<file path="src/rtl/blink_pattern_generator_assert.svh">
// Assertion macros for the blink pattern generator, clocked on clk and disabled in reset.
`ifndef BLINK_PATTERN_GENERATOR_ASSERT_SVH
`define BLINK_PATTERN_GENERATOR_ASSERT_SVH

`ifndef SYNTHESIS

// A condition that must hold at every clock edge outside reset.
`define BPG_ASSERT_ALWAYS(label, cond) \
	label: assert property (@(posedge clk) disable iff (!arst_n) (cond)) \
		else $error("blink pattern generator: invariant violated");

// A condition that must hold in the cycle after a trigger.
`define BPG_ASSERT_NEXT(label, trig, cond) \
	label: assert property (@(posedge clk) disable iff (!arst_n) (trig) |=> (cond)) \
		else $error("blink pattern generator: next-cycle check failed");

`else

`define BPG_ASSERT_ALWAYS(label, cond)
`define BPG_ASSERT_NEXT(label, trig, cond)

`endif

`endif

</file>
<file path="src/rtl/bpg_pkg.sv">
// Shared types, codes and preset tables of the blink pattern generator.
`default_nettype none

package bpg_pkg;

	localparam int TIMER_W = 11;
	localparam int REPS_W  = 8;

	localparam logic [TIMER_W-1:0] TIMER_MAX = 11'd2047;
	localparam logic [REPS_W-1:0]  ENDLESS   = 8'hFF;

	localparam logic [1:0] MODE_TICK  = 2'd0;
	localparam logic [1:0] MODE_START = 2'd1;
	localparam logic [1:0] MODE_STOP  = 2'd2;

	localparam logic KIND_VIBRATOR = 1'b0;
	localparam logic KIND_LED      = 1'b1;

	typedef struct packed {
		logic [TIMER_W-1:0] timer;
		logic               on_phase;
		logic               running;
		logic [REPS_W-1:0]  repeat_count;
		logic [1:0]         pattern_index;
	} state_t;

	// On time in milliseconds of each preset.
	function automatic logic [TIMER_W-1:0] on_ms(input logic kind, input logic [1:0] idx);
		logic [TIMER_W-1:0] v;
		case (idx)
			2'd0:    v = 11'd25;
			2'd1:    v = (kind == KIND_LED) ? 11'd175 : 11'd700;
			2'd2:    v = (kind == KIND_LED) ? 11'd175 : 11'd400;
			default: v = 11'd100;
		endcase
		return v;
	endfunction

	// Off time in milliseconds of each preset.
	function automatic logic [TIMER_W-1:0] off_ms(input logic kind, input logic [1:0] idx);
		logic [TIMER_W-1:0] v;
		case (idx)
			2'd0:    v = 11'd1975;
			2'd1:    v = (kind == KIND_LED) ? 11'd200 : 11'd300;
			2'd2:    v = (kind == KIND_LED) ? 11'd200 : 11'd250;
			default: v = 11'd900;
		endcase
		return v;
	endfunction

	// Number of on bursts of each preset.
	function automatic logic [REPS_W-1:0] preset_reps(input logic kind, input logic [1:0] idx);
		logic [REPS_W-1:0] v;
		case (idx)
			2'd0:    v = ENDLESS;
			2'd1:    v = (kind == KIND_LED) ? 8'd2 : 8'd1;
			2'd2:    v = (kind == KIND_LED) ? 8'd10 : 8'd2;
			default: v = 8'd180;
		endcase
		return v;
	endfunction

endpackage

`default_nettype wire

</file>
<file path="src/rtl/bpg_cmd_if.sv">
// Request channel carrying mode and pattern into the generator.
`default_nettype none

interface bpg_cmd_if;
	logic       valid;
	logic       ready;
	logic [1:0] mode;
	logic [1:0] pattern;

	modport source (output valid, output mode, output pattern, input ready);
	modport sink   (input valid, input mode, input pattern, output ready);
endinterface

`default_nettype wire

</file>
<file path="src/rtl/bpg_res_if.sv">
// Result channel carrying pin level, busy flag and remaining repeats.
`default_nettype none

interface bpg_res_if;
	logic       valid;
	logic       ready;
	logic       pin_level;
	logic       busy_res;
	logic [7:0] repeats_left;

	modport source (output valid, output pin_level, output busy_res, output repeats_left,
		input ready);
	modport sink   (input valid, input pin_level, input busy_res, input repeats_left,
		output ready);
endinterface

`default_nettype wire

</file>
<file path="src/rtl/bpg_step.sv">
// Next-state logic of the blink pattern generator for one request.
`default_nettype none

module bpg_step (
	input  bpg_pkg::state_t cur,
	input  logic [1:0]      mode,
	input  logic [1:0]      pattern,
	input  logic            kind,
	output bpg_pkg::state_t nxt
);
	import bpg_pkg::*;

	logic [TIMER_W-1:0] timer_inc;
	logic [TIMER_W-1:0] on_lim;
	logic [TIMER_W-1:0] off_lim;
	logic [REPS_W-1:0]  reps_dec;

	assign timer_inc = (cur.timer < TIMER_MAX) ? cur.timer + 1'b1 : cur.timer;
	assign on_lim    = on_ms(kind, cur.pattern_index);
	assign off_lim   = off_ms(kind, cur.pattern_index);
	assign reps_dec  = (cur.repeat_count != '0) ? cur.repeat_count - 1'b1 : cur.repeat_count;

	always_comb begin
		nxt = cur;
		case (mode)
			MODE_TICK: begin
				nxt.timer = timer_inc;
				if (cur.running) begin
					if (cur.on_phase) begin
						if (timer_inc > on_lim) begin
							nxt.timer    = '0;
							nxt.on_phase = 1'b0;
							// An endless pattern never uses up its repeats.
							if (cur.repeat_count != ENDLESS) begin
								nxt.repeat_count = reps_dec;
								if (reps_dec == '0) begin
									nxt.running = 1'b0;
								end
							end
						end
					end else if (timer_inc > off_lim) begin
						nxt.timer    = '0;
						nxt.on_phase = 1'b1;
					end
				end
			end
			MODE_START: begin
				nxt.pattern_index = pattern;
				nxt.running       = 1'b1;
				nxt.repeat_count  = preset_reps(kind, pattern);
				nxt.timer         = '0;
				nxt.on_phase      = (kind == KIND_VIBRATOR);
			end
			MODE_STOP: begin
				nxt.on_phase = 1'b0;
				nxt.running  = 1'b0;
			end
			default: begin
				nxt = cur;
			end
		endcase
	end

endmodule

`default_nettype wire

</file>
<file path="src/rtl/blink_pattern_generator.sv">
// Top level of the blink pattern generator: state registers, result register and handshakes.
// The result for a request is valid in the cycle after the request is accepted.
// Throughput: one request per cycle while results are taken; the single result register is refilled as it drains.
// Reset: arst_n clears the pattern state, the output kind and the result valid flag at once.
`default_nettype none
`include "blink_pattern_generator_assert.svh"

module blink_pattern_generator (
	input  wire logic  clk,
	input  wire logic  arst_n,
	input  wire logic  cfg_we,
	input  wire logic  cfg_wdata,
	bpg_cmd_if.sink    cmd,
	bpg_res_if.source  res
);
	import bpg_pkg::*;

	// Pattern state, the output kind register and the result register.
	state_t     st_q;
	state_t     st_next;
	logic       output_kind_q;
	logic       res_valid_q;
	logic       pin_level_q;
	logic       busy_q;
	logic [7:0] reps_q;
	logic       cmd_take;

	// A new request is taken whenever the result register is empty or is being
	// drained in this same cycle; a waiting result that is not taken stalls the input side.
	assign cmd.ready = !res_valid_q || res.ready;
	assign cmd_take  = cmd.valid && cmd.ready;

	// The whole update for one request is a short piece of logic in the step unit.
	bpg_step u_step (
		.cur     (st_q),
		.mode    (cmd.mode),
		.pattern (cmd.pattern),
		.kind    (output_kind_q),
		.nxt     (st_next)
	);

	// The output kind is rewritten whenever the write enable is high. A running
	// pattern carries on under the new kind, which changes its timings and pin polarity.
	always_ff @(posedge clk or negedge arst_n) begin
		if (!arst_n) begin
			output_kind_q <= KIND_VIBRATOR;
		end else if (cfg_we) begin
			output_kind_q <= cfg_wdata;
		end
	end

	// State advances only on an accepted request.
	always_ff @(posedge clk or negedge arst_n) begin
		if (!arst_n) begin
			st_q <= '0;
		end else if (cmd_take) begin
			st_q <= st_next;
		end
	end

	// The result valid flag is set by an accepted request and cleared when the
	// result is taken without a new one arriving behind it.
	always_ff @(posedge clk or negedge arst_n) begin
		if (!arst_n) begin
			res_valid_q <= 1'b0;
		end else if (cmd_take) begin
			res_valid_q <= 1'b1;
		end else if (res.ready) begin
			res_valid_q <= 1'b0;
		end
	end

	// The result payload reports the state after the request. The LED pin is
	// active low, so its level is the inverse of the on phase.
	always_ff @(posedge clk) begin
		if (cmd_take) begin
			pin_level_q <= (output_kind_q == KIND_LED) ? !st_next.on_phase : st_next.on_phase;
			busy_q      <= st_next.running;
			reps_q      <= st_next.repeat_count;
		end
	end

	assign res.valid        = res_valid_q;
	assign res.pin_level    = pin_level_q;
	assign res.busy_res     = busy_q;
	assign res.repeats_left = reps_q;

	// A stopped or finished pattern always rests in the off phase.
	`BPG_ASSERT_ALWAYS(a_idle_is_off, st_q.running || !st_q.on_phase)
	// Every accepted request leaves a result waiting in the next cycle.
	`BPG_ASSERT_NEXT(a_take_gives_result, cmd_take, res_valid_q)
	// A start request clears the phase timer and sets the pattern running.
	`BPG_ASSERT_NEXT(a_start_loads, cmd_take && cmd.mode == MODE_START,
		st_q.timer == '0 && st_q.running)
	// An endless pattern keeps its repeat count through ticks and stops.
	`BPG_ASSERT_NEXT(a_endless_kept,
		cmd_take && cmd.mode != MODE_START && st_q.repeat_count == ENDLESS,
		st_q.repeat_count == ENDLESS)

endmodule

`default_nettype wire

</file>
<file path="src/flat_wrapper.sv">
// flat-port wrapper written by rule: the top's interface ports become plain ports
module blink_pattern_generator_flat import bpg_pkg::*;
  (clk, arst_n, cfg_we, cfg_wdata, cmd_valid, cmd_mode, cmd_pattern, cmd_ready, res_valid, res_pin_level, res_busy_res, res_repeats_left, res_ready);
  bpg_cmd_if cmd_i ();
  bpg_res_if res_i ();
  input  wire logic clk;
  input  wire logic arst_n;
  input  wire logic cfg_we;
  input  wire logic cfg_wdata;
  input wire logic [$bits(cmd_i.valid)-1:0] cmd_valid;
  input wire logic [$bits(cmd_i.mode)-1:0] cmd_mode;
  input wire logic [$bits(cmd_i.pattern)-1:0] cmd_pattern;
  output wire logic [$bits(cmd_i.ready)-1:0] cmd_ready;
  output wire logic [$bits(res_i.valid)-1:0] res_valid;
  output wire logic [$bits(res_i.pin_level)-1:0] res_pin_level;
  output wire logic [$bits(res_i.busy_res)-1:0] res_busy_res;
  output wire logic [$bits(res_i.repeats_left)-1:0] res_repeats_left;
  input wire logic [$bits(res_i.ready)-1:0] res_ready;
  assign cmd_i.valid = cmd_valid;
  assign cmd_i.mode = cmd_mode;
  assign cmd_i.pattern = cmd_pattern;
  assign cmd_ready = cmd_i.ready;
  assign res_valid = res_i.valid;
  assign res_pin_level = res_i.pin_level;
  assign res_busy_res = res_i.busy_res;
  assign res_repeats_left = res_i.repeats_left;
  assign res_i.ready = res_ready;
  blink_pattern_generator u_core (.clk(clk), .arst_n(arst_n), .cfg_we(cfg_we), .cfg_wdata(cfg_wdata), .cmd(cmd_i), .res(res_i));
endmodule
</file>
<file path="config.mk">
export PLATFORM = sky130hd
export DESIGN_NAME = blink_pattern_generator_flat
export DESIGN_NICKNAME = d
export VERILOG_FILES = /design/src/rtl/bpg_pkg.sv /design/src/rtl/bpg_cmd_if.sv /design/src/rtl/bpg_res_if.sv /design/src/rtl/bpg_step.sv /design/src/rtl/blink_pattern_generator.sv /design/src/flat_wrapper.sv
export VERILOG_INCLUDE_DIRS = /design/src /design/src/rtl
export SDC_FILE = /design/constraint.sdc
export NUM_CORES = 1
export LEC_CHECK = 0
export BUFFER_PORTS_ARGS = -buffer_cell sky130_fd_sc_hd__buf_2
export CAP_MARGIN = 20
export CELL_PAD_IN_SITES_DETAIL_PLACEMENT = 2
export CELL_PAD_IN_SITES_GLOBAL_PLACEMENT = 2
export CORE_MARGIN = 2
export CORE_UTILIZATION = 42
export CTS_BUF_LIST = sky130_fd_sc_hd__clkbuf_8
export CTS_CLUSTER_SIZE = 20
export DETAILED_ROUTE_END_ITERATION = 12
export PLACE_DENSITY = 0.95
export SYNTH_ARGS = -nofsm -noshare
export SYNTH_HDL_FRONTEND = slang
export SYNTH_SLANG_ARGS = --single-unit
</file>
<file path="constraint.sdc">
create_clock -name clk -period 7.85 [get_ports clk]
set_input_delay 1.57 -clock clk [delete_from_list [all_inputs] [get_ports clk]]
set_output_delay 1.57 -clock clk [all_outputs]
set_load 0.02 [all_outputs]
</file>
# After elaboration in Yosys (flattened, before gate mapping)
# Index checks and enable logic that the tools add are counted.
[word_totals]
reg_bits = 35
wordCells = 60
[op_classes]
n_addsub = 2
bitwise_logic = 1
magnitude_cmp = 3
n_mux = 24
eq_ne = 7
reduce_logical = 13
[ops]
columns = ["op", "count"]
rows = [
  ["2-to-1 mux 21 bit", 2],
  ["2-to-1 mux 9 bit", 4],
  ["one-hot mux 11 bit (3 select lines)", 1],
  ["one-hot mux 10 bit (3 select lines)", 1],
  ["2-to-1 mux 12 bit", 2],
  ["one-hot mux 8 bit (3 select lines)", 1],
  ["one-hot mux 11 bit (2 select lines)", 1],
  ["one-hot mux 8 bit (2 select lines)", 1],
  ["adder 11 x 1 -> 11 bit (second input constant)", 1],
  ["> comparator 11 x 10 -> 1 bit", 1],
  ["> comparator 11 bit", 1],
  ["less-than comparator 11 bit (second input constant)", 1],
  ["2-to-1 mux 11 bit", 1],
  ["2-to-1 mux 10 bit", 1],
  ["logical NOT 8 bit", 1],
  ["2-to-1 mux 8 bit", 1],
  ["!= test 8 bit (second input constant)", 1],
  ["nonzero test 8 bit", 1],
  ["subtractor 8 x 1 -> 8 bit (second input constant)", 1],
  ["equality test 2 x 1 -> 1 bit (second input constant)", 3],
  ["equality test 2 bit (second input constant)", 3],
  ["logical NOT 2 bit", 3],
  ["2-to-1 mux 6 bit", 1],
  ["one-hot mux 2 bit (3 select lines)", 1],
  ["other kinds (9)", 15],
]

# Logic depth before layout (Yosys ltp)
[depth]
depth_word = 11
mapped_depth = 15
ltp_nobuf = 14

# By module
# A second synthesis with hierarchy kept.
[unflattened]
cells_unflattened = 331
area_unflattened_um2 = 3075.4
[by_module_without_submodules]
columns = ["mod", "cells_per_inst", "area_each_um2", "instances", "seq_area_each_um2"]
rows = [
  ["bpg_step", 265, 1741.7, 1, 0.0],
  ["blink_pattern_generator", 66, 1333.8, 1, 925.9],
]

# Worst setup path before layout
# Ideal clock, no wire load.
[synth_path]
path_type = "register -> register"
start = "reg u_core.st_q[18] (netlist name)"
end = "reg u_core.reps_q[7] (netlist: u_core.res.repeats_left[7]) (data pin)"
stages_incl_launch_ff = 15
setup_slack_ns = 4.445
required_ns = 7.594
setup_ns = 0.256
arrival_ns = 3.149
path_buffers = 2
cell_sequence = "dfrtp_1 > clkbuf_1 > and3_1 > nand3_1 > nor3_1 > nor3b_1 > xor2_1 > ha_1 > maj3_2 > maj3_2 > a221o_1 > nand4_4 > buf_4 > a21oi_1 > o22a_1"
[synth_rtl]
columns = ["element", "line", "source"]
rows = [
  ["start, declared", "blink_pattern_generator.sv:19", "state_t st_q;"],
  ["start signal, assigned", "blink_pattern_generator.sv:57", "st_q <= st_next;"],
  ["end signal, assigned", "blink_pattern_generator.sv:79", "reps_q <= st_next.repeat_count;"],
  ["end, declared", "blink_pattern_generator.sv:25", "logic [7:0] reps_q;"],
]

==> impl_metrics.env <==
export IMPL_syn_inst=342
export IMPL_remaining_drc_errors=0
export IMPL_synth_area_sq_um=2980
export IMPL_route_met2_wl_um=6000
export IMPL_post_route_period_util=0.560
export IMPL_vias_per_cell=6.70
export IMPL_crit_buf_inv=0
export IMPL_area_growth_pct=8.86
export IMPL_worstMarginPinSlew_ns=0.843
export IMPL_p_leak_nw=1.39
export IMPL_rows=30
export IMPL_crit_path_start="u_core.st_q[15]"
export IMPL_io_pins=22
export IMPL_route_vias_total=3033
export IMPL_synth_warning_count=0
export IMPL_clk_latency_ns=0.32
export IMPL_async_flop_share=0.714
export IMPL_outcome="completed"
export IMPL_htree_levels=2
export IMPL_finalSetupViolations=0
export IMPL_clock_sinks=35
export IMPL_core_area_sq_um=6830
export IMPL_numCtsBuffers=5
export IMPL_synth_edff_count=10
export IMPL_r2r_start="u_core.st_q[15]"
export IMPL_critPathRequiredTime_ns=7.91
export IMPL_ys_types=61
export IMPL_drt_pass1_iterations=5
export IMPL_antenna_found_initial=0
export IMPL_fp_dieW_um=88.2
export IMPL_ys_seq_area_frac=0.311
export IMPL_tns_ns=0
export IMPL_holdBufCountCts=0
export IMPL_r2r_cells=11
export IMPL_post_drt_wl_per_cell_um=27.3
export IMPL_hold_worst_slack_ns=0.569
export IMPL_fin_skew_ns=0.0186
export IMPL_r2r_setup_slack_ns=3.45
export IMPL_fp_dieH_um=88.2
export IMPL_grt_max_degree=26
export IMPL_clk_pin_slew_ns=0.10
export IMPL_die_area_sq_um=7780
export IMPL_synthFlopType="dfrtp_1"
export IMPL_drt_total_wl_um=12400
export IMPL_start_kind="register"
export IMPL_crit_slowest_cell="a21boi_1"
export IMPL_cp_max_fo=17
export IMPL_post_cts_setup_buffers=0
export IMPL_grt_pass1_wl_um=19000
export IMPL_cp_cell_sequence="nand4_1 -> nor3_1 -> mux2_2 -> ha_1 -> o21ai_0 -> o211ai_1 -> o21bai_1 -> a21boi_1 -> nand4_4 -> o311a_1 -> a211o_1"
export IMPL_critPathTopFamily="compound AO/OA/AOI/OAI gates"
export IMPL_wl_met1_um=5040
export IMPL_grt_overflow=0
export IMPL_timing_final_max_slew_violations=0
export IMPL_rsz0062_at_grt="no"
export IMPL_start_util=0.436
export IMPL_layout_common_cells="30 x nand2_1, 28 x ha_1, 25 x dfrtp_1"
export IMPL_io_buffers=21
export IMPL_ys_seq_elements=35
export IMPL_max_slew_margin=0.436
export IMPL_path_class="reg -> reg"
export IMPL_cts_buffer_depth=2
export IMPL_cellPowerDensity_nw_per_um2=208
export IMPL_cp_endpoint="u_core.res.repeats_left[4]"
export IMPL_insertedDiodeCount=0
export IMPL_crit_arrival_ns=4.46
export IMPL_r2r_end="u_core.res.repeats_left[4]"
export IMPL_hold_path_depth=2
export IMPL_vdd_ir_drop_max_v=0.0000984
export IMPL_cp_slowest_stage_delay_ns=0.60
export IMPL_synth_area_per_cell_sq_um=8.71
export IMPL_synthesis_nets=380
export IMPL_post_cts_resized=0
export IMPL_root_buffer="clkbuf_8"
export IMPL_fin_nets=394
export IMPL_mostFrequentLayoutCell="nand2_1"
export IMPL_ant_nets=0
export IMPL_end_kind="register"
export IMPL_grt_pass1_vias=3268
export IMPL_dr_first_iter_drc_count=193
export IMPL_hold_class="reg -> reg"
export IMPL_max_freq_mhz=227
export IMPL_dp_final_hpwl_um=7820
export IMPL_wl_met3_um=967
export IMPL_cts_tree="done"
export IMPL_gp_congestion=0.889
export IMPL_layout_drive_gt1_share=0.120
export IMPL_cp_num_cells=11
export IMPL_layout_min_cycle_time_ns=4.40
export IMPL_timing_max_cap_violations=0
export IMPL_grt_util_all_layers=0.330
export IMPL_hold_violations=0
export IMPL_routed_top_layer="met4"
[cell type report]
type                            count  area [sq um]
Timing Repair Buffer               22           113
Inverter                           21          78.8
Multi-Input combinational cell    271          1910
Tap cell                           96           120
Sequential cell                    35           926
Clock inverter                      3          23.8
Fill cell                         771          3590
Clock buffer                        5          68.8
[worst min path at each step]
stage	startpoint	to	slack [ns]
after floorplan	u_core.st_q[1]	u_core.st_q[1]	0.50
after global placement	u_core.res.valid	u_core.res.valid	0.52
after detailed placement	u_core.res.valid	u_core.res.valid	0.55
after CTS	u_core.res.valid	u_core.res.valid	0.57
after global routing	u_core.res.valid	u_core.res.valid	0.59
final	u_core.res.valid	u_core.res.valid	0.57
[synthesized netlist by cell type (all sizes together), types with 6 or more instances]
master | number | area, sq um
nand4 | 11 | 83.8
nand2 | 30 | 113
clkbuf | 12 | 45.0
a31oi | 6 | 37.5
dfrtp | 25 | 626
nand3 | 8 | 40.0
o21ai | 19 | 95.1
nor2 | 21 | 78.8
ha | 28 | 350
a21oi | 17 | 85.1
a22o | 9 | 78.8
and3 | 6 | 37.5
nor3 | 11 | 55.1
nand2b | 7 | 43.8
xnor2 | 7 | 61.3
edfxtp | 10 | 300
o211ai | 8 | 60.1
a21o | 6 | 45.0
inv | 20 | 75.1
[metrics by stage]
stage	util	power, mW	cells	cell area, sq um	worst slack, ns
final	0.475	0.674	453	3240	3.45
after floorplan	-	0.416	342	2980	4.44
after CTS	0.474	0.665	452	3240	3.62
after detailed placement	0.460	0.499	444	3140	3.96
after global routing	0.475	0.697	453	3240	3.34
after global placement	0.460	0.471	444	3140	4.15
[worst register-to-register path, stage by stage (launching register included)]
cell,delay [ns]
dfrtp_1,0.50
nand4_1,0.29
nor3_1,0.29
mux2_2,0.44
ha_1,0.37
o21ai_0,0.12
o211ai_1,0.26
o21bai_1,0.17
a21boi_1,0.60
nand4_4,0.39
o311a_1,0.49
a211o_1,0.24
[flip-flops by register name, summed over array words and instances, names as in the netlist]
register	cells
u_core.st_q	23
u_core.res.repeats_left	8
u_core.output_kind_q	1
u_core.res.busy_res	1
u_core.res.pin_level	1
u_core.res.valid	1
[per-layer routing]
layer  GRT usage  vias up
li1            -     1306
met1       0.424     1540
met2       0.544      150
met3      0.0774       37
met4       0.121        0
met5           0        -
[kinds of logic after synthesis]
| group | after synthesis | synth area share |
|---|---|---|
| adder cells (fa/ha/maj) | 32 | 0.132 |
| buffers and inverters | 36 | 0.0470 |
| AND/OR/NAND/NOR | 119 | 0.212 |
| XOR/XNOR | 11 | 0.0323 |
| multiplexers | 6 | 0.0231 |
| AO/OA/AOI/OAI | 103 | 0.243 |
| flip-flops | 35 | 0.311 |
[where the power goes]
group          leakage (nW)  internal (mW)  switching [mW]
logic                 0.943         0.0965           0.173
clock network        0.0408         0.0637          0.0863
registers             0.411          0.211          0.0440
No activity file was read; power rests on OpenSTA's default activity.
